$ cat src/rtl/tbad_pkg.sv
// shared types, codes and constants of the trackball motion shaper
package tbad_pkg;

    // field widths
    localparam int MotionWidth = 8;
    localparam int KeyWidth    = 3;
    localparam int TimeWidth   = 16;
    localparam int ThreshWidth = 7;
    localparam int TapWidth    = 4;
    localparam int CfgIdxWidth = 2;
    localparam int CfgDataWidth = 16;
    localparam int InDataWidth  = 40;
    localparam int OutDataWidth = 24;

    // shaped motion saturates at this magnitude
    localparam logic [6:0] HidMax = 7'd127;
    // raw magnitudes at or above this always saturate
    localparam logic [7:0] ShapeSatMag = 8'd19;
    // reciprocal of three for a square below 2048: q = (sq * 683) >> 11
    localparam logic [9:0] RecipThree = 10'd683;
    localparam int RecipShift = 11;
    // asymmetric offset applied to the secondary axis threshold
    localparam logic signed [9:0] ThreshOffset = 10'sd10;

    // reset values of the configuration registers
    localparam logic [ThreshWidth-1:0] ScrollReset = 7'd40;
    localparam logic [ThreshWidth-1:0] CaretReset  = 7'd50;
    localparam logic [TimeWidth-1:0]   IdleReset   = 16'd500;
    localparam logic [TimeWidth-1:0]   TapReset    = 16'd200;

    // item kind
    typedef enum logic {
        CMD_MOTION = 1'b0,
        CMD_KEY    = 1'b1
    } cmd_t;

    // key identifiers
    typedef enum logic [KeyWidth-1:0] {
        KEY_OTHER     = 3'd0,
        KEY_BUTTON1   = 3'd1,
        KEY_MOUSE_OFF = 3'd2,
        KEY_DRAG      = 3'd3,
        KEY_CARET     = 3'd4,
        KEY_LOCK      = 3'd5,
        KEY_ALT       = 3'd6
    } key_t;

    // tap codes
    typedef enum logic [TapWidth-1:0] {
        TAP_NONE        = 4'd0,
        TAP_WHEEL_DOWN  = 4'd1,
        TAP_WHEEL_UP    = 4'd2,
        TAP_WHEEL_RIGHT = 4'd3,
        TAP_WHEEL_LEFT  = 4'd4,
        TAP_ARROW_RIGHT = 4'd5,
        TAP_ARROW_LEFT  = 4'd6,
        TAP_ARROW_DOWN  = 4'd7,
        TAP_ARROW_UP    = 4'd8
    } tap_t;

    // configuration register indexes
    typedef enum logic [CfgIdxWidth-1:0] {
        CFG_SCROLL_THRESH = 2'd0,
        CFG_CARET_THRESH  = 2'd1,
        CFG_IDLE_TIMEOUT  = 2'd2,
        CFG_TAP_WINDOW    = 2'd3
    } cfg_idx_t;

    // one input item
    typedef struct packed {
        cmd_t                          cmd;
        logic signed [MotionWidth-1:0] motion_x;
        logic signed [MotionWidth-1:0] motion_y;
        logic [KeyWidth-1:0]           key_id;
        logic                          pressed;
        logic [TimeWidth-1:0]          now_ms;
    } item_t;

    // one result item
    typedef struct packed {
        logic signed [MotionWidth-1:0] out_x;
        logic signed [MotionWidth-1:0] out_y;
        tap_t                          tap_event;
        logic                          layer_active;
        logic                          scroll_active;
        logic                          caret_active;
    } result_t;

    // configuration values
    typedef struct packed {
        logic [ThreshWidth-1:0] scroll_threshold;
        logic [ThreshWidth-1:0] caret_threshold;
        logic [TimeWidth-1:0]   idle_timeout_ms;
        logic [TimeWidth-1:0]   tap_window_ms;
    } cfg_t;

endpackage

$ cat src/rtl/tbad_shape.sv
// acceleration curve v*v/3 + v for one axis, odd-symmetric, clamped to +-127
module tbad_shape (
    input  logic signed [tbad_pkg::MotionWidth-1:0] raw,
    output logic signed [tbad_pkg::MotionWidth-1:0] shaped
);
    import tbad_pkg::*;

    logic [7:0]  mag;
    logic [4:0]  small_mag;
    logic [9:0]  square;
    logic [19:0] prod;
    logic [6:0]  quot;
    logic [6:0]  res_mag;

    // magnitude of the raw delta, -128 gives 128
    assign mag       = raw[7] ? (8'd0 - raw) : raw;
    assign small_mag = mag[4:0];

    // square and divide by three through the reciprocal
    always_comb
    begin
        square = {5'd0, small_mag} * {5'd0, small_mag};
        prod   = {10'd0, square} * {10'd0, RecipThree};
        quot   = prod[RecipShift +: 7];
        if (mag >= ShapeSatMag)
        begin
            res_mag = HidMax;
        end
        else
        begin
            res_mag = quot + {2'd0, small_mag};
        end
    end

    // restore the sign
    assign shaped = raw[7] ? (8'd0 - {1'b0, res_mag}) : {1'b0, res_mag};

endmodule

$ cat src/rtl/tbad_core.sv
// mode, lock and layer state, accumulators and per-item result logic
module tbad_core (
    input  logic              clk,
    input  logic              rst_n,
    input  logic              step,
    input  tbad_pkg::item_t   item,
    input  tbad_pkg::cfg_t    cfg,
    output tbad_pkg::result_t result
);
    import tbad_pkg::*;

    logic scroll_mode_reg, scroll_mode_next;
    logic caret_mode_reg, caret_mode_next;
    logic lock_flag_reg, lock_flag_next;
    logic lock_latched_reg, lock_latched_next;
    logic layer_flag_reg, layer_flag_next;
    logic scroll_before_reg, scroll_before_next;
    logic caret_before_reg, caret_before_next;
    logic [TimeWidth-1:0] last_motion_reg, last_motion_next;
    logic [TimeWidth-1:0] press_time_reg, press_time_next;
    logic [MotionWidth-1:0] accum_x_reg, accum_x_next;
    logic [MotionWidth-1:0] accum_y_reg, accum_y_next;

    logic signed [MotionWidth-1:0] shaped_x;
    logic signed [MotionWidth-1:0] shaped_y;
    logic [MotionWidth-1:0] sum_x;
    logic [MotionWidth-1:0] sum_y;
    logic signed [9:0] ax;
    logic signed [9:0] ay;
    logic signed [9:0] s_thr;
    logic signed [9:0] c_thr;
    logic [TimeWidth-1:0] idle_elapsed;
    logic [TimeWidth-1:0] press_elapsed;
    logic tap_short;
    tap_t tap;

    // shaping of both axes
    tbad_shape u_shape_x (
        .raw    (item.motion_x),
        .shaped (shaped_x)
    );

    tbad_shape u_shape_y (
        .raw    (item.motion_y),
        .shaped (shaped_y)
    );

    // elapsed times and accumulator sums
    assign idle_elapsed  = item.now_ms - last_motion_reg;
    assign press_elapsed = item.now_ms - press_time_reg;
    assign tap_short     = press_elapsed < cfg.tap_window_ms;
    assign sum_x = accum_x_reg + shaped_x;
    assign sum_y = accum_y_reg + shaped_y;
    assign ax    = {{2{sum_x[7]}}, sum_x};
    assign ay    = {{2{sum_y[7]}}, sum_y};
    assign s_thr = {3'd0, cfg.scroll_threshold};
    assign c_thr = {3'd0, cfg.caret_threshold};

    // tap code from the updated accumulators
    always_comb
    begin
        tap = TAP_NONE;
        if (scroll_mode_reg)
        begin
            if (ay > s_thr)
            begin
                tap = TAP_WHEEL_DOWN;
            end
            else if (ay < -s_thr)
            begin
                tap = TAP_WHEEL_UP;
            end
            else if (ax > s_thr - ThreshOffset)
            begin
                tap = TAP_WHEEL_RIGHT;
            end
            else if (ax < -s_thr - ThreshOffset)
            begin
                tap = TAP_WHEEL_LEFT;
            end
        end
        else if (caret_mode_reg)
        begin
            if (ax > c_thr)
            begin
                tap = TAP_ARROW_RIGHT;
            end
            else if (ax < -c_thr)
            begin
                tap = TAP_ARROW_LEFT;
            end
            else if (ay > c_thr + ThreshOffset)
            begin
                tap = TAP_ARROW_DOWN;
            end
            else if (ay < -c_thr + ThreshOffset)
            begin
                tap = TAP_ARROW_UP;
            end
        end
    end

    // next state and result
    always_comb
    begin
        scroll_mode_next   = scroll_mode_reg;
        caret_mode_next    = caret_mode_reg;
        lock_flag_next     = lock_flag_reg;
        lock_latched_next  = lock_latched_reg;
        layer_flag_next    = layer_flag_reg;
        scroll_before_next = scroll_before_reg;
        caret_before_next  = caret_before_reg;
        last_motion_next   = last_motion_reg;
        press_time_next    = press_time_reg;
        accum_x_next       = accum_x_reg;
        accum_y_next       = accum_y_reg;
        result.out_x       = '0;
        result.out_y       = '0;
        result.tap_event   = TAP_NONE;

        if (item.cmd == CMD_KEY)
        begin
            unique case (item.key_id)
                KEY_BUTTON1:
                begin
                    if (item.pressed)
                    begin
                        last_motion_next = item.now_ms;
                        scroll_mode_next = 1'b0;
                        caret_mode_next  = 1'b0;
                        lock_flag_next   = 1'b1;
                    end
                    else if (!lock_latched_reg)
                    begin
                        lock_flag_next = 1'b0;
                    end
                end
                KEY_MOUSE_OFF:
                begin
                    if (item.pressed)
                    begin
                        layer_flag_next  = 1'b0;
                        scroll_mode_next = 1'b0;
                        caret_mode_next  = 1'b0;
                        lock_flag_next   = 1'b0;
                    end
                end
                KEY_DRAG:
                begin
                    if (item.pressed)
                    begin
                        press_time_next    = item.now_ms;
                        scroll_before_next = scroll_mode_reg;
                        scroll_mode_next   = 1'b1;
                        if (!lock_latched_reg)
                        begin
                            lock_flag_next = !lock_flag_reg;
                        end
                    end
                    else if (tap_short)
                    begin
                        scroll_mode_next = !scroll_before_reg;
                    end
                    else
                    begin
                        if (!lock_latched_reg)
                        begin
                            lock_flag_next = 1'b0;
                        end
                        scroll_mode_next = 1'b0;
                    end
                end
                KEY_CARET:
                begin
                    if (item.pressed)
                    begin
                        press_time_next   = item.now_ms;
                        caret_before_next = caret_mode_reg;
                        caret_mode_next   = 1'b1;
                    end
                    else if (tap_short)
                    begin
                        caret_mode_next = !caret_before_reg;
                    end
                    else
                    begin
                        caret_mode_next = 1'b0;
                    end
                end
                KEY_LOCK:
                begin
                    if (item.pressed)
                    begin
                        lock_flag_next    = !lock_flag_reg;
                        lock_latched_next = !lock_latched_reg;
                    end
                end
                KEY_ALT:
                begin
                    caret_mode_next = item.pressed;
                end
                default:
                begin
                end
            endcase
        end
        else
        begin
            // layer on with motion, off after the idle period unless the lock flag is set
            if ((item.motion_x != '0) || (item.motion_y != '0))
            begin
                layer_flag_next  = 1'b1;
                last_motion_next = item.now_ms;
            end
            else if ((idle_elapsed > cfg.idle_timeout_ms) && layer_flag_reg && !lock_flag_reg)
            begin
                layer_flag_next = 1'b0;
            end

            if (scroll_mode_reg || caret_mode_reg)
            begin
                if (scroll_mode_reg)
                begin
                    caret_mode_next = 1'b0;
                end
                result.tap_event = tap;
                if (tap != TAP_NONE)
                begin
                    accum_x_next = '0;
                    accum_y_next = '0;
                end
                else
                begin
                    accum_x_next = sum_x;
                    accum_y_next = sum_y;
                end
            end
            else
            begin
                result.out_x = shaped_x;
                result.out_y = shaped_y;
            end
        end

        result.layer_active  = layer_flag_next;
        result.scroll_active = scroll_mode_next;
        result.caret_active  = caret_mode_next;
    end

    // state registers, updated once per processed item
    always_ff @(posedge clk or negedge rst_n)
    begin
        if (!rst_n)
        begin
            scroll_mode_reg   <= 1'b0;
            caret_mode_reg    <= 1'b0;
            lock_flag_reg     <= 1'b0;
            lock_latched_reg  <= 1'b0;
            layer_flag_reg    <= 1'b0;
            scroll_before_reg <= 1'b0;
            caret_before_reg  <= 1'b0;
            last_motion_reg   <= '0;
            press_time_reg    <= '0;
            accum_x_reg       <= '0;
            accum_y_reg       <= '0;
        end
        else if (step)
        begin
            scroll_mode_reg   <= scroll_mode_next;
            caret_mode_reg    <= caret_mode_next;
            lock_flag_reg     <= lock_flag_next;
            lock_latched_reg  <= lock_latched_next;
            layer_flag_reg    <= layer_flag_next;
            scroll_before_reg <= scroll_before_next;
            caret_before_reg  <= caret_before_next;
            last_motion_reg   <= last_motion_next;
            press_time_reg    <= press_time_next;
            accum_x_reg       <= accum_x_next;
            accum_y_reg       <= accum_y_next;
        end
    end

endmodule

$ cat src/rtl/trackball_accel_dragscroll.sv
// top level: stream ports, configuration registers, input and result registers
//
// Trackball motion shaper with drag-scroll and caret modes. Each input
// transaction (a motion report or a key event with its millisecond stamp)
// gives exactly one output transaction. An item is captured in the input
// register, processed by combinational logic against the mode state, and
// lands in the result register, so the block takes one item every cycle
// while the receiver does not stall, and each result passes through the
// input and result registers before it leaves. The configuration channel
// is always ready and must only be written while no item is in flight.
module trackball_accel_dragscroll (
    input  logic                                 clk,
    input  logic                                 rst_n,
    // input stream
    input  logic                                 s_tvalid,
    output logic                                 s_tready,
    // motion_x[7:0], motion_y[15:8], key_id[18:16], pressed[19], now_ms[35:20], zero
    input  logic [tbad_pkg::InDataWidth-1:0]     s_tdata,
    // cmd[0]
    input  logic                                 s_tuser,
    // result stream
    output logic                                 m_tvalid,
    input  logic                                 m_tready,
    // out_x[7:0], out_y[15:8], tap_event[19:16], layer_active[20],
    // scroll_active[21], caret_active[22], zero[23]
    output logic [tbad_pkg::OutDataWidth-1:0]    m_tdata,
    // configuration write channel
    input  logic                                 cfg_valid,
    output logic                                 cfg_ready,
    input  logic [tbad_pkg::CfgIdxWidth-1:0]     cfg_index,
    input  logic [tbad_pkg::CfgDataWidth-1:0]    cfg_data
);
    import tbad_pkg::*;

    cfg_t    cfg_reg;
    item_t   item_reg;
    logic    in_valid_reg;
    result_t result_reg;
    logic    out_valid_reg;
    result_t result_next;
    item_t   item_next;
    logic    advance;

    // configuration registers
    assign cfg_ready = 1'b1;

    always_ff @(posedge clk or negedge rst_n)
    begin
        if (!rst_n)
        begin
            cfg_reg.scroll_threshold <= ScrollReset;
            cfg_reg.caret_threshold  <= CaretReset;
            cfg_reg.idle_timeout_ms  <= IdleReset;
            cfg_reg.tap_window_ms    <= TapReset;
        end
        else if (cfg_valid && cfg_ready)
        begin
            unique case (cfg_idx_t'(cfg_index))
                CFG_SCROLL_THRESH: cfg_reg.scroll_threshold <= cfg_data[ThreshWidth-1:0];
                CFG_CARET_THRESH:  cfg_reg.caret_threshold  <= cfg_data[ThreshWidth-1:0];
                CFG_IDLE_TIMEOUT:  cfg_reg.idle_timeout_ms  <= cfg_data[TimeWidth-1:0];
                CFG_TAP_WINDOW:    cfg_reg.tap_window_ms    <= cfg_data[TimeWidth-1:0];
                default:
                begin
                end
            endcase
        end
    end

    // handshake: item moves on when the result register is free or drains
    assign advance  = in_valid_reg && (!out_valid_reg || m_tready);
    assign s_tready = !in_valid_reg || advance;

    // unpack the incoming transaction
    always_comb
    begin
        item_next.cmd      = cmd_t'(s_tuser);
        item_next.motion_x = s_tdata[7:0];
        item_next.motion_y = s_tdata[15:8];
        item_next.key_id   = s_tdata[18:16];
        item_next.pressed  = s_tdata[19];
        item_next.now_ms   = s_tdata[35:20];
    end

    // input register
    always_ff @(posedge clk or negedge rst_n)
    begin
        if (!rst_n)
        begin
            in_valid_reg <= 1'b0;
        end
        else if (s_tready)
        begin
            in_valid_reg <= s_tvalid;
        end
    end

    always_ff @(posedge clk)
    begin
        if (s_tvalid && s_tready)
        begin
            item_reg <= item_next;
        end
    end

    // per-item processing and state
    tbad_core u_core (
        .clk    (clk),
        .rst_n  (rst_n),
        .step   (advance),
        .item   (item_reg),
        .cfg    (cfg_reg),
        .result (result_next)
    );

    // result register
    always_ff @(posedge clk or negedge rst_n)
    begin
        if (!rst_n)
        begin
            out_valid_reg <= 1'b0;
        end
        else if (!out_valid_reg || m_tready)
        begin
            out_valid_reg <= in_valid_reg;
        end
    end

    always_ff @(posedge clk)
    begin
        if (advance)
        begin
            result_reg <= result_next;
        end
    end

    // pack the outgoing transaction
    assign m_tvalid = out_valid_reg;
    assign m_tdata  = {1'b0,
                       result_reg.caret_active,
                       result_reg.scroll_active,
                       result_reg.layer_active,
                       result_reg.tap_event,
                       result_reg.out_y,
                       result_reg.out_x};

endmodule

$ cat config.mk
export PLATFORM = sky130hd
export DESIGN_NAME = trackball_accel_dragscroll
export DESIGN_NICKNAME = d
export VERILOG_FILES = /design/src/rtl/tbad_pkg.sv /design/src/rtl/tbad_shape.sv /design/src/rtl/tbad_core.sv /design/src/rtl/trackball_accel_dragscroll.sv
export SDC_FILE = /design/constraint.sdc
export NUM_CORES = 1
export LEC_CHECK = 0
export BUFFER_PORTS_ARGS = -buffer_cell sky130_fd_sc_hd__buf_2
export CAP_MARGIN = 20
export CORE_UTILIZATION = 45
export CTS_BUF_LIST = sky130_fd_sc_hd__clkbuf_4
export DETAILED_ROUTE_END_ITERATION = 7
export GPL_ROUTABILITY_DRIVEN = 0
export PLACE_DENSITY = 0.6
export SLEW_MARGIN = 20
export SYNTH_ARGS = -nofsm -noshare
export SYNTH_HDL_FRONTEND = slang
export SYNTH_SLANG_ARGS = --single-unit
$ cat constraint.sdc
create_clock -name clk -period 15.28 [get_ports clk]
set_input_delay 1.528 -clock clk [delete_from_list [all_inputs] [get_ports clk]]
set_output_delay 1.528 -clock clk [all_outputs]
set_load 0.02 [all_outputs]
==> run_results.csv <==
group,metric,value,unit
sta,fmax,70.03,MHz
sta,setup_viol,0,
placement,dp_hpwl,27760,um
sta,finalHoldViolCount,0,
routing,wire_per_inst,15.67,um
routing,drc,0,
finish,final_common_cell,"ha_1",
finish,layout_common_cells,"282 x ha_1, 234 x inv_1, 106 x nor2_1, 89 x dfrtp_1, 83 x buf_2",
finish,drive_gt1_share,14.13,%
sta,tightest_slew,1.021,ns
critical_path,crit_buf_inv,7,
cts,cts.clk_slew.worst_paths,0.17,ns
logic_synthesis,synth-async-reset-ratio,63.19,%
critical_path,max_stage_delay,0.61,ns
critical_path,reg2regPathDepth,56,
logic_synthesis,ys.flop_type,"dfrtp_1",
critical_path,cp_num_cells,56,
critical_path,worstReg2RegEnd,"u_core.accum_x_reg[4]$_DFFE_PN0P_",
critical_path,reg2reg_from,"item_reg[28]$_DFFE_PP_",
sta,finalCriticalPeriod,14.28,ns
finish,largest_reg_flops,46,
critical_path,critPathTopFamily,"adder cells",
global_route,grt_max_degree,58,
run,max_cap_viol_count,0,
critical_path,r2r_setup_slack,1.00,ns
floorplan,ios,91,
logic_synthesis,synth_area,15650,um2
floorplan,die_x,188.5,um
critical_path,critPathLaunch,"item_reg[28]$_DFFE_PP_",
logic_synthesis,syn_inst,1626,
critical_path,crit_path_start_kind,"flop",
routing,dr.first_iter.drc_count,476,
routing,drt-total-wl,34120,um
critical_path,crit_fanout,16,
cts,post_cts_buffers,0,
critical_path,crit_path_top_delay_cell,"edfxtp_1",
cts,clockRootBuffer,"clkbuf_4",
logic_synthesis,ys_seq_area_share,28.09,%
critical_path,critPathCaptureType,"flop",
sta,tns,0,ns
routing,vias,11437,
logic_synthesis,syn_avg_cell_area,9.625,um2
finish,syn2layout_area_growth,7.931,%
cts,cts_resized,0,
floorplan,rows,67,
logic_synthesis,yosysUniqueCellTypes,83,
floorplan,dieArea,35530,um2
hold_path,holdPathStages,1,
routing,antenna_left,0,
floorplan,start_util,46.21,%
cts,cts_hold_buf,0,
critical_path,worstSetupEndpoint,"u_core.accum_x_reg[4]$_DFFE_PN0P_",
sta,skew,0.03775,ns
critical_path,critPathArrivalTime,14.83,ns
status,status,"complete, no violations",
logic_synthesis,synth_edf_count,60,
global_route,grt_remaining_overflow,0,
cts,cts.sinks,163,
cts,cts_tree,"yes",
global_route,grt_pass1_vias,11585,
logic_synthesis,ys_seq_elements,163,
global_route,grt_pass1_wl,57180,um
cts,cts_buffers,17,
routing,drtPass1Iterations,4,
routing,viasPerCell,5.254,
sta,post-route-period-util,93.45,%
cts,clk_latency,0.63,ns
critical_path,cpMostUsedCell,"ha_1",
critical_path,worstPathRequired,15.83,ns
sta,relSlewSlack,31.74,%
global_route,grt_usage,20.06,%
global_route,antenna_found_initial,1,
critical_path,critical_path_class,"flop to flop",
hold_path,hold_path_class,"flop to flop",
logic_synthesis,ys_warn_count,0,
sta,rsz0062_at_grt,"no",
floorplan,core-area,33870,um2
cts,htreeDepth,4,
placement,io_buffers,84,
cts,clk_path_buf_depth,2,
floorplan,dieHeight,188.5,um
sta,report.final.slew_viol_count,0,
finish,fin_nets,2106,
-- worst min path at each step --
stage / slack, ns / end / startpoint
after global placement: 0.47 / m_tvalid$_DFFE_PN0P_ / in_valid_reg$_DFFE_PN0N_
after floorplan: 0.45 / u_core.scroll_before_reg$_DFFE_PN0P_ / u_core.scroll_before_reg$_DFFE_PN0P_
final: 0.51 / m_tvalid$_DFFE_PN0P_ / in_valid_reg$_DFFE_PN0N_
after CTS: 0.51 / m_tvalid$_DFFE_PN0P_ / in_valid_reg$_DFFE_PN0N_
after global routing: 0.53 / m_tvalid$_DFFE_PN0P_ / in_valid_reg$_DFFE_PN0N_
after detailed placement: 0.48 / m_tvalid$_DFFE_PN0P_ / in_valid_reg$_DFFE_PN0N_
-- stage by stage --
step / util [%] / std cells / area, um2 / setup slack (ns) / hold WS [ns]
after global placement: 48.89 / 2142 / 16560 / 0.9168 / 0.4674
after global routing: 49.87 / 2177 / 16890 / 0.05368 / 0.5326
after detailed placement: 48.89 / 2142 / 16560 / 0.6534 / 0.4773
after CTS: 49.80 / 2174 / 16860 / 0.5601 / 0.5132
final: 49.87 / 2177 / 16890 / 1.000 / 0.5060
after floorplan: - / 1629 / 15660 / 2.735 / 0.4486
-- cells by family after synthesis --
logic type      synth area share, %
mux                           5.516
fa+ha+maj                     28.43
compound gates                13.76
flops                         28.09
other cells                 0.04799
simple gates                  11.20
xor+xnor                      6.316
buf+inv                       6.636
-- worst reg2reg max path: cells and delay by family, from the launching register on --
| family | cells | cell delay [ns] |
|---|---|---|
| fa+ha+maj | 14 | 4.80 |
| compound gates | 18 | 3.83 |
| simple gates | 12 | 2.41 |
| xor+xnor | 5 | 1.45 |
| buf+inv | 7 | 1.08 |
| flops | 1 | 0.61 |
-- synthesized netlist by cell type, types with 37 or more instances --
cell	count	area (um2)
a21oi_1	73	365.4
dfrtp_1	89	2227
edfxtp_1	60	1802
fa_1	46	920.9
ha_1	282	3528
inv_1	235	882.1
mux2_2	74	833.3
nand2_1	81	304.0
nor2_1	106	397.9
nor2b_1	37	231.5
o21ai_0	77	385.4
xnor2_1	78	683.2
-- area by class of cell --
class                   instances  area, um2
diodes                          2      5.005
flip-flops and latches        163       4397
fillers                      3231      16980
repair buffers                 93      503.0
well taps                     448      560.5
clock buffers                  17      127.6
inverters                     237      889.6
clock inverters                15      180.2
multi-input cells            1202      10230
-- metal layers --
metal | global-route usage, % | vias to the layer above | wire (um) | share of wire (%)
met3 | 2.831 | 27 | 802 | 2.4
li1 | - | 5817 | - | -
met1 | 27.39 | 5460 | 16810 | 49
met5 | 0 | - | 0 | 0
met2 | 33.26 | 133 | 15980 | 47
met4 | 5.087 | 0 | 529 | 1.6
Power is not shown: default switching activity piles up to over one toggle a cycle in this logic, so the estimate is an artifact.
